**config.mk**
```make
export PLATFORM = sky130hd
export DESIGN_NAME = spectral_pixel_rmse_stats_top
export DESIGN_NICKNAME = d
export VERILOG_FILES = /design/src/hw/rtl/srs_pkg.sv /design/src/hw/rtl/srs_iter_unit.sv /design/src/hw/rtl/spectral_pixel_rmse_stats_top.sv
export SDC_FILE = /design/constraint.sdc
export NUM_CORES = 2
export LEC_CHECK = 0
export BUFFER_PORTS_ARGS = -buffer_cell sky130_fd_sc_hd__buf_2
export CAP_MARGIN = 20
export CORE_ASPECT_RATIO = 1.4
export CORE_UTILIZATION = 62
export CTS_CLUSTER_SIZE = 16
export DETAILED_ROUTE_END_ITERATION = 8
export PLACE_DENSITY = 0.79
export SLEW_MARGIN = 20
export SYNTH_ARGS = -nofsm -noshare
export SYNTH_HDL_FRONTEND = slang
export SYNTH_SLANG_ARGS = --single-unit
export TNS_END_PERCENT = 100
```
**constraint.sdc**
```tcl
create_clock -name clk -period 8.5 [get_ports clk]
set_input_delay 0.425 -clock clk [delete_from_list [all_inputs] [get_ports clk]]
set_output_delay 0.425 -clock clk [all_outputs]
set_load 0.01 [all_outputs]
```
**src/hw/rtl/srs_pkg.sv**
```systemverilog
package srs_pkg;

	// field widths of the item formats
	localparam int unsigned SAMPLE_W = 20;
	localparam int unsigned MAG_W    = 20;
	localparam int unsigned SQ_W     = 40;
	localparam int unsigned RMSE_W   = 21;
	localparam int unsigned PSUM_W   = 48;
	localparam int unsigned FSUM_W   = 64;
	localparam int unsigned FCNT_W   = 27;

	// saturation limits
	localparam logic [RMSE_W-1:0] RMSE_MAX = '1;
	localparam logic [FCNT_W-1:0] FCNT_MAX = '1;

	// shared divide / root unit operand widths
	localparam int unsigned OPA_W  = 64;
	localparam int unsigned OPB_W  = 27;
	localparam int unsigned REM_W  = 34;
	localparam int unsigned CNT_W  = 7;
	localparam logic [CNT_W-1:0] DIV_STEPS  = 7'd64;
	localparam logic [CNT_W-1:0] SQRT_STEPS = 7'd32;

	typedef enum logic {
		UOP_DIV  = 1'b0,
		UOP_SQRT = 1'b1
	} unit_op_t;

	typedef struct packed {
		logic     start;
		unit_op_t op;
	} unit_ctl_t;

	typedef struct packed {
		logic busy;
		logic done;
	} unit_sts_t;

endpackage

```
**src/hw/rtl/srs_iter_unit.sv**
```systemverilog
// one bit per cycle: restoring divide (64 steps) or digit-by-digit root (32 steps)
module srs_iter_unit (
	input  logic                          clk,
	input  logic                          arst_n,
	input  srs_pkg::unit_ctl_t            ctl,
	input  logic [srs_pkg::OPA_W-1:0]     opa,
	input  logic [srs_pkg::OPB_W-1:0]     opb,
	output srs_pkg::unit_sts_t            sts,
	output logic [srs_pkg::OPA_W-1:0]     result
);

	logic                          busy_q;
	logic                          done_q;
	srs_pkg::unit_op_t             op_q;
	logic [srs_pkg::CNT_W-1:0]     cnt_q;
	logic [srs_pkg::OPA_W-1:0]     acc_q;
	logic [srs_pkg::REM_W-1:0]     rem_q;
	logic [srs_pkg::OPA_W-1:0]     res_q;
	logic [srs_pkg::OPB_W-1:0]     den_q;

	logic [srs_pkg::REM_W-1:0]     rem_sh;
	logic [srs_pkg::REM_W-1:0]     trial;
	logic [srs_pkg::REM_W:0]       diff;
	logic                          fits;
	logic [srs_pkg::OPA_W-1:0]     acc_next;

	// shifted partial remainder and trial subtrahend for the selected op
	always_comb begin
		unique case (op_q)
			srs_pkg::UOP_DIV: begin
				rem_sh   = {6'b0, rem_q[srs_pkg::OPB_W-1:0], acc_q[srs_pkg::OPA_W-1]};
				trial    = {7'b0, den_q};
				acc_next = {acc_q[srs_pkg::OPA_W-2:0], 1'b0};
			end
			srs_pkg::UOP_SQRT: begin
				rem_sh   = {rem_q[srs_pkg::REM_W-3:0], acc_q[srs_pkg::OPA_W-1 -: 2]};
				trial    = {res_q[srs_pkg::REM_W-3:0], 2'b01};
				acc_next = {acc_q[srs_pkg::OPA_W-3:0], 2'b00};
			end
			default: begin
				rem_sh   = '0;
				trial    = '0;
				acc_next = '0;
			end
		endcase
	end

	// shared subtractor
	assign diff = {1'b0, rem_sh} - {1'b0, trial};
	assign fits = ~diff[srs_pkg::REM_W];

	// control
	always_ff @(posedge clk or negedge arst_n) begin
		if (!arst_n) begin
			busy_q <= 1'b0;
			done_q <= 1'b0;
		end else begin
			done_q <= 1'b0;
			if (ctl.start) begin
				busy_q <= 1'b1;
			end else if (busy_q && cnt_q == 7'd1) begin
				busy_q <= 1'b0;
				done_q <= 1'b1;
			end
		end
	end

	// datapath
	always_ff @(posedge clk) begin
		if (ctl.start) begin
			op_q  <= ctl.op;
			acc_q <= opa;
			den_q <= opb;
			rem_q <= '0;
			res_q <= '0;
			cnt_q <= (ctl.op == srs_pkg::UOP_DIV) ? srs_pkg::DIV_STEPS : srs_pkg::SQRT_STEPS;
		end else if (busy_q) begin
			acc_q <= acc_next;
			rem_q <= fits ? diff[srs_pkg::REM_W-1:0] : rem_sh;
			res_q <= {res_q[srs_pkg::OPA_W-2:0], fits};
			cnt_q <= cnt_q - 7'd1;
		end
	end

	// an empty divisor gives zero
	assign result = (op_q == srs_pkg::UOP_DIV && den_q == '0) ? '0 : res_q;

	assign sts.busy = busy_q;
	assign sts.done = done_q;

endmodule

```
**src/hw/rtl/spectral_pixel_rmse_stats_top.sv**
```systemverilog
// an item without the last-band mark passes capture, square and accumulate before the next is taken
// an item with the last-band mark adds one divide (64 steps) and one root (32 steps)
// in the shared iterative unit before its result is loaded into the output register;
// a frame end adds a frame divide and root; a result still held at the output delays the next one
// one item at a time; the result waits in an output register while the next item enters
// asynchronous active-low reset clears all sums, counts, the running maximum and valid
module spectral_pixel_rmse_stats_top #(
	parameter int unsigned MAX_BANDS = 64
) (
	input  logic        clk,
	input  logic        arst_n,
	input  logic        s_tvalid,
	output logic        s_tready,
	input  logic [39:0] s_tdata,   // sample_ref [19:0], sample_cmp [39:20]
	input  logic        s_tlast,   // last_band
	input  logic [0:0]  s_tuser,   // last_pixel [0]
	output logic        m_tvalid,
	input  logic        m_tready,
	output logic [63:0] m_tdata,   // pixel_rmse [20:0], max_rmse [41:21], global_rmse [62:42]
	output logic        m_tlast    // frame_done
);

	localparam int unsigned BC_W = $clog2(MAX_BANDS + 1);
	localparam logic [BC_W-1:0] BANDS_LIM = BC_W'(MAX_BANDS);

	typedef enum logic [11:0] {
		ST_IDLE  = 12'b0000_0000_0001,
		ST_MUL   = 12'b0000_0000_0010,
		ST_ACC   = 12'b0000_0000_0100,
		ST_PDIV  = 12'b0000_0000_1000,
		ST_PDIVW = 12'b0000_0001_0000,
		ST_PSQ   = 12'b0000_0010_0000,
		ST_PSQW  = 12'b0000_0100_0000,
		ST_FDIV  = 12'b0000_1000_0000,
		ST_FDIVW = 12'b0001_0000_0000,
		ST_FSQ   = 12'b0010_0000_0000,
		ST_FSQW  = 12'b0100_0000_0000,
		ST_EMIT  = 12'b1000_0000_0000
	} state_t;

	state_t                          state_q;

	logic [srs_pkg::MAG_W-1:0]       mag_q;
	logic [srs_pkg::SQ_W-1:0]        sq_q;
	logic                            last_band_q;
	logic                            last_pixel_q;
	logic                            acc_en_q;

	logic [srs_pkg::PSUM_W-1:0]      pixel_sum_q;
	logic [BC_W-1:0]                 band_count_q;
	logic [srs_pkg::FSUM_W-1:0]      frame_sum_q;
	logic [srs_pkg::FCNT_W-1:0]      frame_samples_q;
	logic [srs_pkg::RMSE_W-1:0]      running_max_q;
	logic [srs_pkg::RMSE_W-1:0]      prmse_q;
	logic [srs_pkg::RMSE_W-1:0]      grmse_q;

	logic                            m_tvalid_q;
	logic [63:0]                     m_tdata_q;
	logic                            m_tlast_q;

	logic signed [srs_pkg::SAMPLE_W:0] diff_in;
	logic [srs_pkg::SAMPLE_W:0]        abs_in;
	logic [srs_pkg::FSUM_W:0]          fsum_add;
	logic [srs_pkg::RMSE_W-1:0]        root_sat;
	logic                              out_free;

	srs_pkg::unit_ctl_t              u_ctl;
	srs_pkg::unit_sts_t              u_sts;
	logic [srs_pkg::OPA_W-1:0]       u_opa;
	logic [srs_pkg::OPB_W-1:0]       u_opb;
	logic [srs_pkg::OPA_W-1:0]       u_result;

	srs_iter_unit u_unit (
		.clk    (clk),
		.arst_n (arst_n),
		.ctl    (u_ctl),
		.opa    (u_opa),
		.opb    (u_opb),
		.sts    (u_sts),
		.result (u_result)
	);

	// difference magnitude of the incoming pair
	assign diff_in = $signed({s_tdata[19], s_tdata[19:0]}) - $signed({s_tdata[39], s_tdata[39:20]});
	assign abs_in  = diff_in[srs_pkg::SAMPLE_W] ? 21'(-diff_in) : 21'(diff_in);

	// saturating frame accumulate and root clamp
	assign fsum_add = {1'b0, frame_sum_q} + {25'b0, sq_q};
	assign root_sat = (|u_result[srs_pkg::OPA_W-1:srs_pkg::RMSE_W]) ? srs_pkg::RMSE_MAX
	                                                                 : u_result[srs_pkg::RMSE_W-1:0];
	assign out_free = ~m_tvalid_q | m_tready;

	// unit launch
	always_comb begin
		u_ctl.start = 1'b0;
		u_ctl.op    = srs_pkg::UOP_DIV;
		u_opa       = u_result;
		u_opb       = {{(srs_pkg::OPB_W-BC_W){1'b0}}, band_count_q};
		unique case (state_q)
			ST_PDIV: begin
				u_ctl.start = 1'b1;
				u_opa       = {{(srs_pkg::OPA_W-srs_pkg::PSUM_W){1'b0}}, pixel_sum_q};
			end
			ST_FDIV: begin
				u_ctl.start = 1'b1;
				u_opa       = frame_sum_q;
				u_opb       = frame_samples_q;
			end
			ST_PSQ, ST_FSQ: begin
				u_ctl.start = 1'b1;
				u_ctl.op    = srs_pkg::UOP_SQRT;
			end
			default: begin
				u_ctl.start = 1'b0;
			end
		endcase
	end

	// sequencer and accumulators
	always_ff @(posedge clk or negedge arst_n) begin
		if (!arst_n) begin
			state_q         <= ST_IDLE;
			pixel_sum_q     <= '0;
			band_count_q    <= '0;
			frame_sum_q     <= '0;
			frame_samples_q <= '0;
			running_max_q   <= '0;
			m_tvalid_q      <= 1'b0;
		end else begin
			// result valid: load on emit, drop on handshake
			if (state_q == ST_EMIT && out_free) begin
				m_tvalid_q <= 1'b1;
			end else if (m_tvalid_q && m_tready) begin
				m_tvalid_q <= 1'b0;
			end
			unique case (state_q)
				ST_IDLE: begin
					if (s_tvalid) begin
						state_q <= ST_MUL;
					end
				end
				ST_MUL: begin
					state_q <= ST_ACC;
				end
				ST_ACC: begin
					if (acc_en_q) begin
						pixel_sum_q  <= pixel_sum_q + {8'b0, sq_q};
						band_count_q <= band_count_q + 1'b1;
						frame_sum_q  <= fsum_add[srs_pkg::FSUM_W] ? '1
						                                          : fsum_add[srs_pkg::FSUM_W-1:0];
						if (frame_samples_q != srs_pkg::FCNT_MAX) begin
							frame_samples_q <= frame_samples_q + 1'b1;
						end
					end
					state_q <= last_band_q ? ST_PDIV : ST_IDLE;
				end
				ST_PDIV: state_q <= ST_PDIVW;
				ST_PDIVW: begin
					if (u_sts.done) begin
						state_q <= ST_PSQ;
					end
				end
				ST_PSQ: state_q <= ST_PSQW;
				ST_PSQW: begin
					if (u_sts.done) begin
						if (root_sat > running_max_q) begin
							running_max_q <= root_sat;
						end
						state_q <= last_pixel_q ? ST_FDIV : ST_EMIT;
					end
				end
				ST_FDIV: state_q <= ST_FDIVW;
				ST_FDIVW: begin
					if (u_sts.done) begin
						state_q <= ST_FSQ;
					end
				end
				ST_FSQ: state_q <= ST_FSQW;
				ST_FSQW: begin
					if (u_sts.done) begin
						state_q <= ST_EMIT;
					end
				end
				ST_EMIT: begin
					if (out_free) begin
						pixel_sum_q  <= '0;
						band_count_q <= '0;
						if (last_pixel_q) begin
							frame_sum_q     <= '0;
							frame_samples_q <= '0;
							running_max_q   <= '0;
						end
						state_q <= ST_IDLE;
					end
				end
				default: state_q <= ST_IDLE;
			endcase
		end
	end

	// item capture, square and result payload
	always_ff @(posedge clk) begin
		if (state_q == ST_IDLE && s_tvalid) begin
			mag_q        <= abs_in[srs_pkg::MAG_W-1:0];
			last_band_q  <= s_tlast;
			last_pixel_q <= s_tuser[0];
			acc_en_q     <= band_count_q < BANDS_LIM;
		end
		if (state_q == ST_MUL) begin
			sq_q <= mag_q * mag_q;
		end
		if (state_q == ST_PSQW && u_sts.done) begin
			prmse_q <= root_sat;
		end
		if (state_q == ST_PDIV) begin
			grmse_q <= '0;
		end
		if (state_q == ST_FSQW && u_sts.done) begin
			grmse_q <= root_sat;
		end
		if (state_q == ST_EMIT && out_free) begin
			m_tdata_q <= {1'b0, grmse_q, running_max_q, prmse_q};
			m_tlast_q <= last_pixel_q;
		end
	end

	assign s_tready = (state_q == ST_IDLE);
	assign m_tvalid = m_tvalid_q;
	assign m_tdata  = m_tdata_q;
	assign m_tlast  = m_tlast_q;

endmodule

```
Word-level counts from Yosys, hierarchy flattened

Cells that the tools add are included.

Register bits after elaboration: 546
Bits in latches: 0
RAM bits: 0
Memory bits (read-only): 0
Output and inout port bits: 67
Word-level logic and storage cells: 140
Memories: 0

Add/sub/neg operators: 8
Multipliers: 1
Div/mod/pow operators: 0
Order comparisons: 2
Eq/ne operators: 24
Shift-type cells: 0
Muxes and demuxes: 54
Bitwise logic cells: 4
Reduce and logical (&&, ||, !) cells: 22

Operators with widths:

| cell                                                             | number |
|---|---|
| 64-bit 2-to-1 mux                                                | 7 |
| 64-bit case mux with 2 select lines                              | 3 |
| 21-bit 2-to-1 mux                                                | 7 |
| 12-bit case mux with 12 select lines                             | 1 |
| 34-bit case mux with 2 select lines                              | 2 |
| 27-bit 2-to-1 mux                                                | 4 |
| 48-bit 2-to-1 mux                                                | 2 |
| 48-bit case mux with 2 select lines                              | 1 |
| 12-bit 2-to-1 mux                                                | 7 |
| 64-bit by 40-bit adder with 65-bit output                        | 1 |
| 27-bit case mux with 2 select lines                              | 1 |
| 48-bit by 40-bit adder with 48-bit output                        | 1 |
| 43-bit OR reduction                                              | 1 |
| 7-bit 2-to-1 mux                                                 | 6 |
| 21-bit case mux with 2 select lines                              | 1 |
| 20-bit by 20-bit multiplier with 40-bit output                   | 1 |
| 34-bit by 34-bit subtractor with 35-bit output                   | 1 |
| 32-bit 2-to-1 mux                                                | 1 |
| 27-bit by 1-bit adder with 27-bit output (second input constant) | 1 |
| 27-bit logical NOT                                               | 1 |
| 27-bit inequality test (second input constant)                   | 1 |
| 21-bit > comparator                                              | 1 |
| 20-bit by 20-bit subtractor with 21-bit output                   | 1 |
| 20-bit 2-to-1 mux                                                | 1 |
| 32 further kinds                                                 | 61 |

Depth between registers and ports, before layout

Depth in word-level cells: 9
Mapped depth: 28

Cells and area by module

From an unflattened synthesis, not the netlist that was laid out.

Cell total of the unflattened synthesis: 4,722
Area, all modules: 43,954.7 µm²

By module, submodules not included:

| module                        | instances | cells an instance | area an instance (µm²) |
|---|---|---|---|
| spectral_pixel_rmse_stats_top | 1         | 3,601             | 32,987.9 |
| srs_iter_unit                 | 1         | 1,121             | 10,966.8 |

Least setup slack after synthesis

Ideal clock, no wire load.

Kind: reg2reg
Start: register mag_q[2] (netlist name)
End: register sq_q[38] (netlist name) (data pin)
Setup time: 0.279 ns
Arrival: 7.395 ns
Required time: 8.221 ns
Slack: 0.826 ns
Cell stages (with the launch flop): 28
Buffers on the path: 2
Clock period less this slack: 7.674 ns
Cell sequence: edfxtp_1 > clkbuf_1 > clkbuf_1 > nand2_1 > fa_1 > inv_1 > fa_1 > inv_1 > fa_1 > inv_1 > fa_1 > inv_1 > fa_1 > inv_1 > fa_1 > inv_1 > fa_1 > inv_1 > ha_1 > and3_1 > nand4_1 > a31oi_1 > o21ai_0 > a2111oi_0 > o41ai_1 > a21oi_1 > mux2i_1 > or4b_2

Cells in the longest elaborated chain, start to end: 1

Ends and longest elaborated chain:

| element                                        | line                                 | source |
|---|---|---|
| from (decl)                                    | spectral_pixel_rmse_stats_top.sv:43  | `logic [srs_pkg::MAG_W-1:0] mag_q;` |
| from (signal assigned)                         | spectral_pixel_rmse_stats_top.sv:204 | `mag_q <= abs_in[srs_pkg::MAG_W-1:0];` |
| 20-bit by 20-bit multiplier with 40-bit output | spectral_pixel_rmse_stats_top.sv:210 | `sq_q <= mag_q * mag_q;` |
| to (signal assigned)                           | spectral_pixel_rmse_stats_top.sv:210 |  |
| to (decl)                                      | spectral_pixel_rmse_stats_top.sv:44  | `logic [srs_pkg::SQ_W-1:0] sq_q;` |

Every way passes these cells.
A chain may end at the register's enable or synchronous reset.

Worst setup path after layout

Start: register mag_q[4] (netlist name)
End: register sq_q[38] (netlist name) (data pin)

The elaborated chain is that of the path after synthesis.

==> results_dict.tcl <==
set metrics [dict create \
    htreeDepth 2 \
    outcome "complete, no violations" \
    rows 113 \
    yosys.area.top_type "edfxtp_1" \
    slew_headroom 0.267 \
    via_per_inst 6.04 \
    wl_per_cell_um 19.5 \
    dp_hpwl_mm 80.7 \
    pre_cts_slack_ps 262 \
    synth-main-ff-cell "edfxtp_1" \
    cts_sinks 545 \
    syn_area_per_cell_um2 9.69 \
    vias 32845 \
    crit_required_ps 8860 \
    netlist.area_leader.share 0.187 \
    netlist_area_mm2 0.0429 \
    ys.warnings.count 0 \
    clock_latency_ps 630 \
    cts_tree "done" \
    drc_errors 0 \
    grt_max_degree 176 \
    finClkSkew_ps 23.3 \
    drt-initial-drc-count 2345 \
    io_pins 113 \
    synth_cell_types 88 \
    cellPowerDensity_mw_per_mm2 119 \
    ant_nets 0 \
    routabilityCongestion 0.992 \
    setup_violations 0 \
    startpoint_type "flop" \
    core-area_mm2 0.0681 \
    antenna_found_initial 0 \
    min_period_over_period 0.946 \
    crit_type "reg -> reg" \
    synth-seq-cells 545 \
    grt_pass1_wl_mm 171 \
    nNetsFinal 5114 \
    cp.arrival_ps 8400 \
    areaGrowthSynthToFinish_pct 8.47 \
    postSynth.asyncResetShare 0.334 \
    crit_fanout 10 \
    cts_buffer_depth 3 \
    fp.dieW_um 224 \
    synthTopCellsByArea "edfxtp_1 (19%), fa_1 (13%), dfrtp_1 (11%), ha_1 (9.1%), dfxtp_1 (4.5%)" \
    synthesis.nets 5069 \
    die_area_mm2 0.0703 \
    instances_no_fill 5438 \
    fin_setup_tns_ps 0 \
    period_minus_slack_ps 8040 \
    die_h_um 313 \
    drive_above_1_share 0.0817 \
    wirelength_mm 106 \
    yosysSeqAreaShare 0.338 \
    fmax_mhz 124 \
    overflow 0 \
    netlist_instances 4427 \
    start_util 0.630 \
    cts-buffers-inserted 54 \
    fin_ws_ps 461 \
    first_global_vias 33291 \
    tightest_slew_ps 1100 \
    port_buffers 111 \
    dpl.cell_count 5333 \
    hp-class "in -> reg" \
    rsz0062_at_grt "no" \
    max_cap_violations 0 \
    grt_use_total 0.305 \
    clock-root-buffer "clkbuf_16" \
    clk_pin_slew_ps 60 \
    hold_viol_final 0 \
    crit_path_end_kind "flop" \
    leakage_nw 21.0 \
    vdd_drop_max_v 0.000147 \
    diodes 0 \
    synth-edff-count 267 \
    power_w 0.00555 \
    r2r_slack_ps 460 \
    drv_slew 0 \
    firstDrtPassIters 9 \
]
==> worst paths after layout <==
path	start	to	depth (start not counted)
hold / removal	s_tvalid	state_q[1]	2
max in group asynchronous	arst_n	u_unit.busy_q	3
setup / recovery	mag_q[4]	sq_q[38]	25
min in group asynchronous	arst_n	running_max_q[7]	2
hold reg to reg	prmse_q[14]	m_tdata[14]	0
setup reg to reg	mag_q[4]	sq_q[38]	25
==> cells in the mapped netlist, types with 10 or more instances <==
library cell,count
and4_1,10
nor3_1,48
a22o_1,33
o21bai_1,23
nand4_1,38
mux2_2,34
edfxtp_1,267
xor2_1,79
fa_1,284
buf_1,17
a21boi_0,10
o31ai_1,21
inv_1,481
mux2i_1,145
nand2b_1,27
a21o_1,137
nand3b_1,12
a31oi_1,34
a211oi_1,80
xnor2_1,119
clkbuf_1,187
and3_1,45
nor2_1,275
or3_1,15
or2_2,19
o22ai_1,10
ha_1,312
dfxtp_1,96
o21a_1,34
a21oi_1,252
nor4_1,28
a221oi_1,23
nand3_1,103
a222oi_1,48
nor2b_1,97
o21ai_0,205
and2_1,124
dfrtp_1,181
nand2_1,340
==> kinds of logic (layout without fill, tap and decap cells) <==
kind of cell,count (synthesis),in the layout,share of synthesized area
adders and majority gates,596,596,0.223
other,1,1,0.0000874
buffers and inverters,689,780,0.0605
AOI/OAI and AO/OA,1005,1005,0.155
DFF,545,545,0.338
and+or+nand+nor,1214,1214,0.140
muxes,179,179,0.0428
xor gates and xnor gates,198,198,0.0404
==> critical path: stages, from the launching register on <==
cell and delay, ps:
edfxtp_1 610, and2_1 270, inv_1 80, fa_1 500
inv_1 50, fa_1 490, inv_1 50, fa_1 500
inv_1 50, fa_1 520, fa_1 440, fa_1 540
inv_1 50, fa_1 530, inv_1 40, ha_1 360
and3_1 220, nand3_1 140, a31oi_2 310, o21ai_1 190
a2111oi_0 470, buf_4 200, o41ai_2 80, a21oi_1 270
mux2i_1 120, or4b_2 680
==> registers in the layout, indices dropped and copies added, names as in the netlist, 27 cells and up <==
signal	flops
u_unit.rem_q	32
sq_q	39
pixel_sum_q	48
u_unit.den_q	27
u_unit.res_q	64
frame_sum_q	64
frame_samples_q	27
u_unit.acc_q	64
m_tdata	63
==> power by group <==
part	switching, W	total [W]	internal [W]
Sequential	0.0000000000000000000101	0.00275	0.00275
Combinational	0.000128	0.000203	0.0000747
Clock	0.00109	0.00260	0.00151
Total	0.00121	0.00555	0.00434
==> placed cells by master, fill, tap and decap left out, types with 137 or more instances in the layout <==
| cell type | count |
|---|---|
| a21oi_1 | 252 |
| edfxtp_1 | 267 |
| dfrtp_1 | 180 |
| a21o_1 | 137 |
| mux2i_1 | 145 |
| nor2_1 | 270 |
| fa_1 | 284 |
| ha_1 | 312 |
| inv_1 | 481 |
| nand2_1 | 339 |
| o21ai_0 | 204 |
==> final cells by class <==
| class | count | area, um2 |
|---|---|---|
| fillers | 5348 | 21600 |
| inverters | 483 | 1820 |
| repair buffers | 195 | 1230 |
| well taps | 920 | 1150 |
| clock buffers | 68 | 1480 |
| multi-input cells | 3193 | 25900 |
| flip-flops and latches | 545 | 14500 |
| clock inverters | 34 | 444 |
==> routing by layer <==
| layer | track usage | part of all wire | vias to the layer above |
|---|---|---|---|
| li1 | - | - | 15586 |
| met5 | 0 | 0 | - |
| met3 | 0.0295 | 0.042 | 291 |
| met2 | 0.572 | 0.53 | 971 |
| met4 | 0.163 | 0.056 | 0 |
| met1 | 0.338 | 0.37 | 15997 |
==> metrics by stage <==
| step | instance area (um2) | utilization | hold slack, ps |
|---|---|---|---|
| 2_1_floorplan | 42900 | - | 129 |
| 3_3_place_gp | 44600 | 0.654 | 401 |
| 3_5_place_dp | 44600 | 0.654 | 405 |
| 4_1_cts | 46500 | 0.683 | 29.6 |
| 5_1_grt | 46500 | 0.683 | 46.5 |
| 6_report | 46500 | 0.683 | 56.4 |
==> timing repair <==
| item | 4_1_cts | 5_1_grt |
|---|---|---|
| hold buffers | 3 | 0 |
| hold endpoints to repair | 49 | 0 |
| endpoints found under the setup margin | 0 | 2 |
| buffers inserted | 0 | 0 |
| resized for setup | 0 | 4 |
Note: power is estimated with default switching activity, not from simulation.
